`src/design/gspd_pkg.sv`:
```
package gspd_pkg;

  // image and control law constants
  localparam int unsigned IMAGE_COLUMNS = 128;
  localparam int signed   BAND_EDGE     = 17;
  localparam int unsigned KP_RIGHT_SIDE = 19;
  localparam int unsigned KP_LEFT_SIDE  = 13;
  localparam int unsigned KD_BASE       = 40;
  localparam int unsigned KP_OBST_LEFT  = 18;
  localparam int unsigned KP_OBST_RIGHT = 22;
  localparam int unsigned KD_OBST       = 35;
  localparam int unsigned DUTY_SPAN     = 1200;
  localparam int unsigned DUTY_MAX      = 32767;

  localparam int unsigned COL_W   = 7;
  localparam int unsigned DUTY_W  = 15;
  localparam int unsigned EXTRA_W = 6;
  localparam int unsigned ERR_W   = 8;
  localparam int unsigned GAIN_W  = 7;
  localparam int unsigned CFG_W   = 15;
  localparam int unsigned CIDX_W  = 2;

  // register indexes
  typedef enum logic [CIDX_W-1:0] {
    REG_TARGET_COLUMN = 2'd0,
    REG_DUTY_CENTER   = 2'd1,
    REG_KP_EXTRA      = 2'd2,
    REG_KD_EXTRA      = 2'd3
  } cfg_index_t;

  localparam logic [COL_W-1:0]   TARGET_RESET = 7'd55;
  localparam logic [DUTY_W-1:0]  CENTER_RESET = 15'd4520;
  localparam logic [EXTRA_W-1:0] KP_X_RESET   = 6'd6;
  localparam logic [EXTRA_W-1:0] KD_X_RESET   = 6'd25;

  typedef struct packed {
    logic [COL_W-1:0]   target_column;
    logic [DUTY_W-1:0]  duty_center;
    logic [EXTRA_W-1:0] kp_extra;
    logic [EXTRA_W-1:0] kd_extra;
  } cfg_t;

  typedef struct packed {
    logic [COL_W-1:0] line_column;
    logic             obstacle_left;
    logic             obstacle_right;
  } in_item_t;

  typedef struct packed {
    logic [DUTY_W-1:0]       steer_duty;
    logic signed [ERR_W-1:0] steer_error;
  } out_item_t;

  typedef struct packed {
    logic [GAIN_W-1:0] kp;
    logic [GAIN_W-1:0] kd;
  } gains_t;

endpackage

```
`src/design/gain_scheduled_pd_steering.sv`:
```
// channel  direction  handshake              payload
// in       input      in_valid / in_ready    in_data  (line column, obstacle flags)
// out      output     out_valid / out_ready  out_data (steering duty, steer error)
// cfg      input      cfg_write              cfg_index, cfg_data
//
// two register stages: an input register and a result register, with the
// gain schedule, the pd terms and the clamp combinational between them
// one item per cycle sustained while out_ready holds; an accepted item waits
// in the input register, then moves to the result register, raising out_valid
// in_ready stays high while the input register is empty or can move on, so a
// waiting result stalls input only once both stages hold an item
// synchronous active-high reset clears both stages, the held gains, the
// previous error, and loads the register defaults
module gain_scheduled_pd_steering (
  input  logic                            clk,
  input  logic                            rst,
  input  logic                            in_valid,
  output logic                            in_ready,
  input  gspd_pkg::in_item_t              in_data,
  output logic                            out_valid,
  input  logic                            out_ready,
  output gspd_pkg::out_item_t             out_data,
  input  logic                            cfg_write,
  input  logic [gspd_pkg::CIDX_W-1:0]     cfg_index,
  input  logic [gspd_pkg::CFG_W-1:0]      cfg_data
);

  localparam logic [gspd_pkg::COL_W-1:0] COL_LAST =
    gspd_pkg::COL_W'(gspd_pkg::IMAGE_COLUMNS - 1);

  gspd_pkg::cfg_t                    cfg;
  gspd_pkg::gains_t                  gains;
  gspd_pkg::in_item_t                s1_item;
  logic                              s1_valid;
  logic                              s1_advance;
  logic [gspd_pkg::COL_W-1:0]        col_sat;
  logic signed [gspd_pkg::ERR_W-1:0] err;
  logic signed [gspd_pkg::ERR_W-1:0] previous_error;
  logic [gspd_pkg::DUTY_W-1:0]       duty;

  // config registers
  gspd_cfg u_cfg (
    .clk       (clk),
    .rst       (rst),
    .cfg_write (cfg_write),
    .cfg_index (cfg_index),
    .cfg_data  (cfg_data),
    .cfg       (cfg)
  );

  // handshake: stage one moves when the result register is free or emptying
  assign s1_advance = s1_valid && (!out_valid || out_ready);
  assign in_ready   = !s1_valid || s1_advance;

  // input register
  always_ff @(posedge clk) begin
    if (rst) begin
      s1_valid <= 1'b0;
    end else if (in_ready) begin
      s1_valid <= in_valid;
    end
  end

  always_ff @(posedge clk) begin
    if (in_valid && in_ready) begin
      s1_item <= in_data;
    end
  end

  // columns past the image edge pin to the last column
  always_comb begin
    col_sat = s1_item.line_column;
    if (32'(s1_item.line_column) >= gspd_pkg::IMAGE_COLUMNS) begin
      col_sat = COL_LAST;
    end
  end

  assign err = $signed({1'b0, col_sat}) - $signed({1'b0, cfg.target_column});

  // gain schedule with held gains
  gspd_gain_sched u_gain (
    .clk            (clk),
    .rst            (rst),
    .advance        (s1_advance),
    .err            (err),
    .obstacle_left  (s1_item.obstacle_left),
    .obstacle_right (s1_item.obstacle_right),
    .cfg            (cfg),
    .gains          (gains)
  );

  // pd law and clamp
  gspd_pd_calc u_pd (
    .err         (err),
    .prev_err    (previous_error),
    .gains       (gains),
    .duty_center (cfg.duty_center),
    .steer_duty  (duty)
  );

  always_ff @(posedge clk) begin
    if (rst) begin
      previous_error <= '0;
    end else if (s1_advance) begin
      previous_error <= err;
    end
  end

  // result register
  always_ff @(posedge clk) begin
    if (rst) begin
      out_valid <= 1'b0;
    end else if (s1_advance) begin
      out_valid <= 1'b1;
    end else if (out_ready) begin
      out_valid <= 1'b0;
    end
  end

  always_ff @(posedge clk) begin
    if (s1_advance) begin
      out_data.steer_duty  <= duty;
      out_data.steer_error <= err;
    end
  end

  // a result always follows the stage-one move
  a_advance_to_out: assert property (@(posedge clk) disable iff (rst)
    s1_advance |=> out_valid)
    else $error("stage one moved but no result appeared");

  // the shown error is the one the derivative term will use next
  a_prev_matches_out: assert property (@(posedge clk) disable iff (rst)
    out_valid |-> out_data.steer_error == previous_error)
    else $error("previous error out of step with result");

  // a blocked input register keeps its item
  a_s1_hold: assert property (@(posedge clk) disable iff (rst)
    s1_valid && !s1_advance |=> s1_valid && $stable(s1_item))
    else $error("stalled item lost from input register");

endmodule

```
`src/design/gspd_cfg.sv`:
```
module gspd_cfg (
  input  logic                            clk,
  input  logic                            rst,
  input  logic                            cfg_write,
  input  logic [gspd_pkg::CIDX_W-1:0]     cfg_index,
  input  logic [gspd_pkg::CFG_W-1:0]      cfg_data,
  output gspd_pkg::cfg_t                  cfg
);

  always_ff @(posedge clk) begin
    if (rst) begin
      cfg.target_column <= gspd_pkg::TARGET_RESET;
      cfg.duty_center   <= gspd_pkg::CENTER_RESET;
      cfg.kp_extra      <= gspd_pkg::KP_X_RESET;
      cfg.kd_extra      <= gspd_pkg::KD_X_RESET;
    end else if (cfg_write) begin
      unique case (gspd_pkg::cfg_index_t'(cfg_index))
        gspd_pkg::REG_TARGET_COLUMN:
          cfg.target_column <= cfg_data[gspd_pkg::COL_W-1:0];
        gspd_pkg::REG_DUTY_CENTER:
          cfg.duty_center <= cfg_data[gspd_pkg::DUTY_W-1:0];
        gspd_pkg::REG_KP_EXTRA:
          cfg.kp_extra <= cfg_data[gspd_pkg::EXTRA_W-1:0];
        gspd_pkg::REG_KD_EXTRA:
          cfg.kd_extra <= cfg_data[gspd_pkg::EXTRA_W-1:0];
        default: ;
      endcase
    end
  end

endmodule

```
`src/design/gspd_gain_sched.sv`:
```
module gspd_gain_sched (
  input  logic                                clk,
  input  logic                                rst,
  input  logic                                advance,
  input  logic signed [gspd_pkg::ERR_W-1:0]   err,
  input  logic                                obstacle_left,
  input  logic                                obstacle_right,
  input  gspd_pkg::cfg_t                      cfg,
  output gspd_pkg::gains_t                    gains
);

  localparam logic signed [gspd_pkg::ERR_W-1:0] EDGE_P =
    gspd_pkg::ERR_W'(gspd_pkg::BAND_EDGE);
  localparam logic signed [gspd_pkg::ERR_W-1:0] EDGE_N =
    gspd_pkg::ERR_W'(-gspd_pkg::BAND_EDGE);

  gspd_pkg::gains_t held;
  logic [gspd_pkg::GAIN_W-1:0] kp_large_right;
  logic [gspd_pkg::GAIN_W-1:0] kp_large_left;
  logic [gspd_pkg::GAIN_W-1:0] kd_large;

  assign kp_large_right = gspd_pkg::GAIN_W'(gspd_pkg::KP_RIGHT_SIDE)
                        + {1'b0, cfg.kp_extra};
  assign kp_large_left  = gspd_pkg::GAIN_W'(gspd_pkg::KP_LEFT_SIDE)
                        + {1'b0, cfg.kp_extra};
  assign kd_large       = gspd_pkg::GAIN_W'(gspd_pkg::KD_BASE)
                        + {1'b0, cfg.kd_extra};

  // obstacle overrides the band, right side over left
  always_comb begin
    gains = held;
    priority if (obstacle_right) begin
      gains.kp = gspd_pkg::GAIN_W'(gspd_pkg::KP_OBST_RIGHT);
      gains.kd = gspd_pkg::GAIN_W'(gspd_pkg::KD_OBST);
    end else if (obstacle_left) begin
      gains.kp = gspd_pkg::GAIN_W'(gspd_pkg::KP_OBST_LEFT);
      gains.kd = gspd_pkg::GAIN_W'(gspd_pkg::KD_OBST);
    end else if (err >= EDGE_P) begin
      gains.kp = kp_large_right;
      gains.kd = kd_large;
    end else if (err > 0) begin
      gains.kp = gspd_pkg::GAIN_W'(gspd_pkg::KP_RIGHT_SIDE);
      gains.kd = gspd_pkg::GAIN_W'(gspd_pkg::KD_BASE);
    end else if (err < EDGE_N) begin
      gains.kp = kp_large_left;
      gains.kd = kd_large;
    end else if (err < 0 && err != EDGE_N) begin
      gains.kp = gspd_pkg::GAIN_W'(gspd_pkg::KP_LEFT_SIDE);
      gains.kd = gspd_pkg::GAIN_W'(gspd_pkg::KD_BASE);
    end else begin
      // zero error and the left band edge keep the held gains
      gains = held;
    end
  end

  always_ff @(posedge clk) begin
    if (rst) begin
      held <= '0;
    end else if (advance) begin
      held <= gains;
    end
  end

endmodule

```
`src/design/gspd_pd_calc.sv`:
```
module gspd_pd_calc (
  input  logic signed [gspd_pkg::ERR_W-1:0]   err,
  input  logic signed [gspd_pkg::ERR_W-1:0]   prev_err,
  input  gspd_pkg::gains_t                    gains,
  input  logic [gspd_pkg::DUTY_W-1:0]         duty_center,
  output logic [gspd_pkg::DUTY_W-1:0]         steer_duty
);

  localparam int unsigned SUM_W = 18;
  localparam logic signed [SUM_W-1:0] SPAN = SUM_W'(gspd_pkg::DUTY_SPAN);
  localparam logic signed [SUM_W-1:0] TOP  = SUM_W'(gspd_pkg::DUTY_MAX);

  logic signed [gspd_pkg::ERR_W:0]     diff;
  logic signed [2*gspd_pkg::ERR_W-1:0] p_term;
  logic signed [2*gspd_pkg::ERR_W:0]   d_term;
  logic signed [SUM_W-1:0]             center;
  logic signed [SUM_W-1:0]             duty;
  logic signed [SUM_W-1:0]             hi;
  logic signed [SUM_W-1:0]             lo;
  logic signed [SUM_W-1:0]             clamped;

  assign diff   = {err[gspd_pkg::ERR_W-1], err} - {prev_err[gspd_pkg::ERR_W-1], prev_err};
  assign p_term = $signed({1'b0, gains.kp}) * err;
  assign d_term = $signed({2'b00, gains.kd}) * diff;
  assign center = $signed({3'b000, duty_center});
  assign duty   = center + SUM_W'(p_term) + SUM_W'(d_term);
  assign hi     = center + SPAN;
  assign lo     = center - SPAN;

  // span clamp first, then the 15-bit range
  always_comb begin
    clamped = duty;
    if (clamped > hi) clamped = hi;
    if (clamped < lo) clamped = lo;
    if (clamped > TOP) clamped = TOP;
    if (clamped < 0) clamped = '0;
  end

  assign steer_duty = clamped[gspd_pkg::DUTY_W-1:0];

endmodule
```
`config.mk`:
```
export PLATFORM = sky130hd
export DESIGN_NAME = gain_scheduled_pd_steering
export DESIGN_NICKNAME = d
export VERILOG_FILES = /design/src/design/gspd_pkg.sv /design/src/design/gain_scheduled_pd_steering.sv /design/src/design/gspd_cfg.sv /design/src/design/gspd_gain_sched.sv /design/src/design/gspd_pd_calc.sv
export SDC_FILE = /design/constraint.sdc
export NUM_CORES = 1
export LEC_CHECK = 0
export BUFFER_PORTS_ARGS = -buffer_cell sky130_fd_sc_hd__buf_4
export CORE_MARGIN = 2
export CORE_UTILIZATION = 47
export DETAILED_ROUTE_END_ITERATION = 8
export PLACE_DENSITY_LB_ADDON = 0.2
export REMOVE_ABC_BUFFERS = 1
export SETUP_SLACK_MARGIN = 0.02
export SLEW_MARGIN = 20
export SYNTH_ARGS = -nofsm -noshare
export SYNTH_HDL_FRONTEND = slang
export SYNTH_SLANG_ARGS = --single-unit
```
`constraint.sdc`:
```
create_clock -name clk -period 15 [get_ports clk]
set_input_delay 1.5 -clock clk [delete_from_list [all_inputs] [get_ports clk]]
set_output_delay 1.5 -clock clk [all_outputs]
set_load 0.02 [all_outputs]
```
# [Yosys cells after proc, flatten, opt, wreduce, memory -nomap -nowiden]
# Index checks and enable logic that the tools add are counted.
[word_totals] reg_bits=90 inputBits=31
[op_classes] reduce_logical=13 n_eq_ne=4 mul=2 mux=11 n_addsub=9 n_lt_le_gt_ge=8
[op_table] operator="$mux W14" count=6
[op_table] operator="$mux W18" count=3
[op_table] operator="$add A17 B17 Y18" count=1
[op_table] operator="$gt A18 B16 Y1 const B" count=1
[op_table] operator="$gt A18 B18 Y1" count=1
[op_table] operator="$lt A18 B1 Y1 const B" count=1
[op_table] operator="$lt A18 B18 Y1" count=1
[op_table] operator="$add A16 B16 Y17" count=1
[op_table] operator="$mul A8 B9 Y17" count=1
[op_table] operator="$add A15 B11 Y16 const B" count=1
[op_table] operator="$mul A8 B8 Y16" count=1
[op_table] operator="$sub A15 B11 Y16 const B" count=1
[op_table] operator="$sub A8 B8 Y9" count=1
[op_table] operator="$ge A8 B6 Y1 const B" count=1
[op_table] operator="$gt A8 B1 Y1 const B" count=1
[op_table] operator="$lt A8 B1 Y1 const B" count=1
[op_table] operator="$lt A8 B6 Y1 const B" count=1
[op_table] operator="$ne A8 B6 Y1 const B" count=1
[op_table] operator="$reduce_and A2 Y1" count=4
[op_table] operator="$sub A7 B7 Y8" count=1
[op_table] operator="$add A4 B6 Y7 const A" count=1
[op_table] operator="$add A5 B6 Y7 const A" count=1
[op_table] operator="$add A6 B6 Y7 const A" count=1
[op_table] operator="$eq A2 B2 Y1 const B" count=2
[op_table] operator="7 further kinds" count=12

# [Depth between registers and ports, before layout]
[logic_depth] ltp_word=19 ltp_mapped=58 ltp_nobuf=54

# [Modules after synthesis]
# A second synthesis with hierarchy kept.
[unflattened] cells_unflattened=1309 area_unflattened_um2=11926.4
[modules_own_cells] mod="gspd_pd_calc" area_each_um2=7554.7 seq_area_each_um2=0.0 cells_per_inst=873 instances=1
[modules_own_cells] mod="gain_scheduled_pd_steering" area_each_um2=1737.9 seq_area_each_um2=1161.1 cells_per_inst=130 instances=1
[modules_own_cells] mod="gspd_cfg" area_each_um2=1395.1 seq_area_each_um2=680.7 cells_per_inst=138 instances=1
[modules_own_cells] mod="gspd_gain_sched" area_each_um2=1238.7 seq_area_each_um2=280.3 cells_per_inst=168 instances=1

# [Worst setup path before layout]
# OpenSTA, ideal clock, no wires.
[synth_path] path_type="register -> register" from="register s1_item, in the netlist col_sat[0]" to="register out_data[12] (netlist name) (data pin)" n_path_buf=5 synth_period_minus_slack_ps=12555 setup_time_ps=270 setup_slack_ps=2445 t_arrival_ps=12285 required_time_ps=14730 path_stages_with_launch=57 cell_sequence="edfxtp_1 > inv_1 > ha_1 > inv_1 > fa_1 > a21o_1 > a21oi_1 > xnor2_2 > inv_2 > or3_1 > or4_1 > nand3_1 > a21oi_1 > o21a_1 > buf_2 > or2_2 > fa_1 > fa_1 > [21 not listed] > or2_1 > buf_6 > clkbuf_1 > nand2_1 > o21ai_0 > ha_1 > a2111oi_0 > o21ai_1 > and4_1 > or3b_1 > nand2_1 > nor3_1 > a311oi_4 > mux2_4 > buf_8 > buf_12 > mux2i_1 > a21oi_1"
[synth_between] elab_chain_len=19
[synth_lines] element="start, declared" line_no="gain_scheduled_pd_steering.sv:33" text="gspd_pkg::in_item_t s1_item;"
[synth_lines] element="start signal, assigned" line_no="gain_scheduled_pd_steering.sv:66" text="s1_item <= in_data;"
[synth_lines] element="$sub A7 B7 Y8 (*)" line_no="gain_scheduled_pd_steering.sv:78" text="assign err = $signed({1'b0, col_sat}) - $signed({1'b0, cfg.target_column});"
[synth_lines] element="via err, one bit" line_no="gain_scheduled_pd_steering.sv:37" text="logic signed [gspd_pkg::ERR_W-1:0] err;"
[synth_lines] element="$lt A8 B1 Y1 / $ne A8 B6 Y1 (equally long branches)" line_no="gspd_gain_sched.sv:47" text="end else if (err < 0 && err != EDGE_N) begin"
[synth_lines] element="$logic_and A1 B1 Y1" line_no="gspd_gain_sched.sv:47"
[synth_lines] element="$mux W14" line_no="gspd_gain_sched.sv:47"
[synth_lines] element="$mux W14" line_no="gspd_gain_sched.sv:44" text="end else if (err < EDGE_N) begin"
[synth_lines] element="$mux W14" line_no="gspd_gain_sched.sv:41" text="end else if (err > 0) begin"
[synth_lines] element="$mux W14" line_no="gspd_gain_sched.sv:38" text="end else if (err >= EDGE_P) begin"
[synth_lines] element="[4 not listed]"
[synth_lines] element="$add A17 B17 Y18 (*)" line_no="gspd_pd_calc.sv:26" text="assign duty = center + SUM_W'(p_term) + SUM_W'(d_term);"
[synth_lines] element="$gt A18 B18 Y1" line_no="gspd_pd_calc.sv:33" text="if (clamped > hi) clamped = hi;"
[synth_lines] element="$mux W18 (*)" line_no="gspd_pd_calc.sv:33"
[synth_lines] element="$lt A18 B18 Y1" line_no="gspd_pd_calc.sv:34" text="if (clamped < lo) clamped = lo;"
[synth_lines] element="$mux W18 (*)" line_no="gspd_pd_calc.sv:34"
[synth_lines] element="$gt A18 B16 Y1" line_no="gspd_pd_calc.sv:35" text="if (clamped > TOP) clamped = TOP;"
[synth_lines] element="$mux W18 (*)" line_no="gspd_pd_calc.sv:35"
[synth_lines] element="$lt A18 B1 Y1" line_no="gspd_pd_calc.sv:36" text="if (clamped < 0) clamped = '0;"
[synth_lines] element="end, declared" line_no="gain_scheduled_pd_steering.sv:22" text="output gspd_pkg::out_item_t out_data,"
# The timed path passes the listed nets; every way through them passes the cells marked *.
# A chain may end at the register's enable or synchronous reset.

# [Worst setup path after layout]
[layout_path] from="register s1_item, in the netlist col_sat[0]" to="register out_data[8] (netlist name) (data pin)"
# The elaborated chain is that of the path after synthesis.

==> flow_summary.ini <==
[floorplanning]
chipWidth_um = 160
rows = 56
start_util_pct = 48.2
core_um2 = 23600
die_area_um2 = 25500
ios = 56
dieHeight_um = 160

[synthesis]
synth-edff-count = 32
ys_async_sr_fraction_pct = 0
syn-instance-count = 1312
ys_seq_area_share_pct = 18.6
yosysTopAreaCell = fa_1
syn_area_per_cell_um2 = 8.68
ys_types = 79
ys.flop_type = dfxtp_1
synth-seq-cells = 90
synth_top_cell_area_share_pct = 22.1
synth_area_leaders = fa_1, ha_1, dfxtp_1
synth_area_um2 = 11400
ys.warnings.count = 0

[placed_design]
portBuffers = 55
dp_hpwl_um = 23800
finalWeightedCongestion = 0.918

[route]
drc_errors = 0
drt-initial-drc-count = 584
vias_per_cell = 5.47
ant_nets = 0
first_pass_iters = 5
vias = 9128
wl_per_cell_um = 17.6
wl_um = 29300

[flow_run]
cap_viol_max_count = 0

[clock_tree]
ctsHoldBuffers = 0
cts_num_sinks = 90
clockBufferDepth = 2
cts-root-buf = clkbuf_16
cts_tree = built
clk_latency_ns = 0.36
cts.reportedPaths.clkPinSlew_ns = 0.08
cts_max_level = 3
cts_buffers = 9

[timing]
finalCritPeriodShare_pct = 94.9
timing.final.hold_violations = 0
worst_slew_pin_slew_ns = 0.835
clock.fmax_ghz = 0.0702
max-slew-margin-rel_pct = 44.4
finalSetupViolCount = 0
slew_viol_final = 0
period_minus_slack_ns = 14.24
setup-tns-final_ns = 0
fin_skew_ns = 0.00969

[cells_and_area]
area.growth.synth_to_final_pct = 8.87
n_fill_cell = 2278
n_antenna_cell = 0
final_common_cell = inv_1
postLayoutCoreUtil_pct = 52.5
finalNetCount = 1632
mostFrequentLayoutCells = inv_1, ha_1, fa_1
drive_gt1_share_pct = 9.34

[setup_path]
critPathKind = flip-flop to flip-flop
cp_slowest_stage_delay_ns = 0.56
arrival_ns = 14.44
cpMostUsedCell = fa_1
crit_buf_inv = 5
reg2reg_depth = 49
crit_family = adder cells
critPathSlowestCell = a31oi_2
cp.required_ns = 15.20
critPathMaxFanout = 24
path_depth = 49
endpoint_kind = flip-flop
setup.worst_path.start_class = flip-flop

[global_route]
antenna_found_initial = 0
grt_pass1_wl_um = 48100
grt_pass1_vias = 9078
overflow = 0
grt_max_degree = 44
track_usage_pct = 23.9

[worst_hold_path]
hold_path_depth = 2
hold_path.class = flip-flop to flip-flop

[run_status]
outcome = finished clean
[layer usage]
| metal | vias up | track usage [%] | part of all wire (%) |
|---|---|---|---|
| met2 | 268 | 37.9 | 46 |
| li1 | 4394 | - | - |
| met3 | 30 | 4.55 | 7.4 |
| met5 | - | 0 | 0 |
| met1 | 4436 | 33.8 | 45 |
| met4 | 0 | 6.16 | 1.6 |
[registers in the layout, summed over array words and instances, names as in the netlist]
signal and flops:
previous_error 8, u_gain.held 14, s1_item 2, out_data 23, u_cfg.cfg 34, out_valid 1, s1_valid 1, col_sat 7
[cells in the mapped netlist, drive strengths merged, types with 5 or more instances]
cell	count
inv	213
ha	131
fa	126
nand2	118
nor2	115
a21oi	102
dfxtp	58
o21ai	45
clkbuf	34
xnor2	34
edfxtp	32
nor3	24
xor2	20
nand2b	19
nand3	19
mux2i	17
o211ai	16
a21boi	15
a21o	13
buf	13
or2	13
a211oi	12
nor2b	12
a31oi	11
and3	11
or3	10
nand4	9
o21a	9
and2	5
o31ai	5
[worst reg2reg max path: cells and delay by family (launching register included)]
family,cells,cell delay [ns]
AND/OR/NAND/NOR,16,3.88
multiplexers,1,0.38
buffers and inverters,5,0.34
XOR/XNOR,1,0.23
flip-flops,1,0.36
adder cells (fa/ha/maj),11,4.67
AO/OA/AOI/OAI,15,4.20
[path summary, 6_finish.rpt]
| kind | startpoint | end | slack, ns |
|---|---|---|---|
| max reg2reg | col_sat[0] | out_data[8] | 0.76 |
| min reg2reg | u_gain.held[4] | u_gain.held[4] | 0.45 |
| min | u_gain.held[4] | u_gain.held[4] | 0.45 |
| max | col_sat[0] | out_data[8] | 0.76 |
[layout make-up]
class                           count  area, um^2  share of cell area, %
Tap cell                          319         399                   3.22
Timing Repair Buffer               68         510                   4.12
Clock inverter                      7        76.3                  0.616
Inverter                          214         803                   6.48
Clock buffer                        9         225                   1.82
Sequential cell                    90        2120                   17.1
Multi-Input combinational cell    961        8260                   66.6
[stage by stage]
step | worst slack, ns | hold slack, ns | instance area [um^2] | cells
3_3_place_gp | 0.932 | 0.441 | 12100 | 1652
2_1_floorplan | 1.83 | 0.422 | 11200 | 1265
5_1_grt | -0.00400 | 0.477 | 12400 | 1668
4_1_cts | 0.661 | 0.457 | 12400 | 1668
6_report | 0.760 | 0.454 | 12400 | 1668
3_5_place_dp | 0.720 | 0.446 | 12100 | 1652
[what timing repair did]
item	in CTS	in global routing
setup endpoints to repair	0	15
hold endpoints to repair	0	0
resized for setup	0	6
buffers inserted	0	0
[logic make-up after synthesis]
kind of cell             Yosys count  synth area share, %
flip-flops                        90                 18.6
AND/OR/NAND/NOR                  372                 15.3
XOR/XNOR                          54                 4.22
AO/OA/AOI/OAI                    255                 14.2
adder cells (fa/ha/maj)          259                 36.7
buffers and inverters            261                 9.04
multiplexers                      21                 1.92
Power is not shown: default switching activity piles up to over one toggle a cycle in this logic, so the estimate is an artifact.
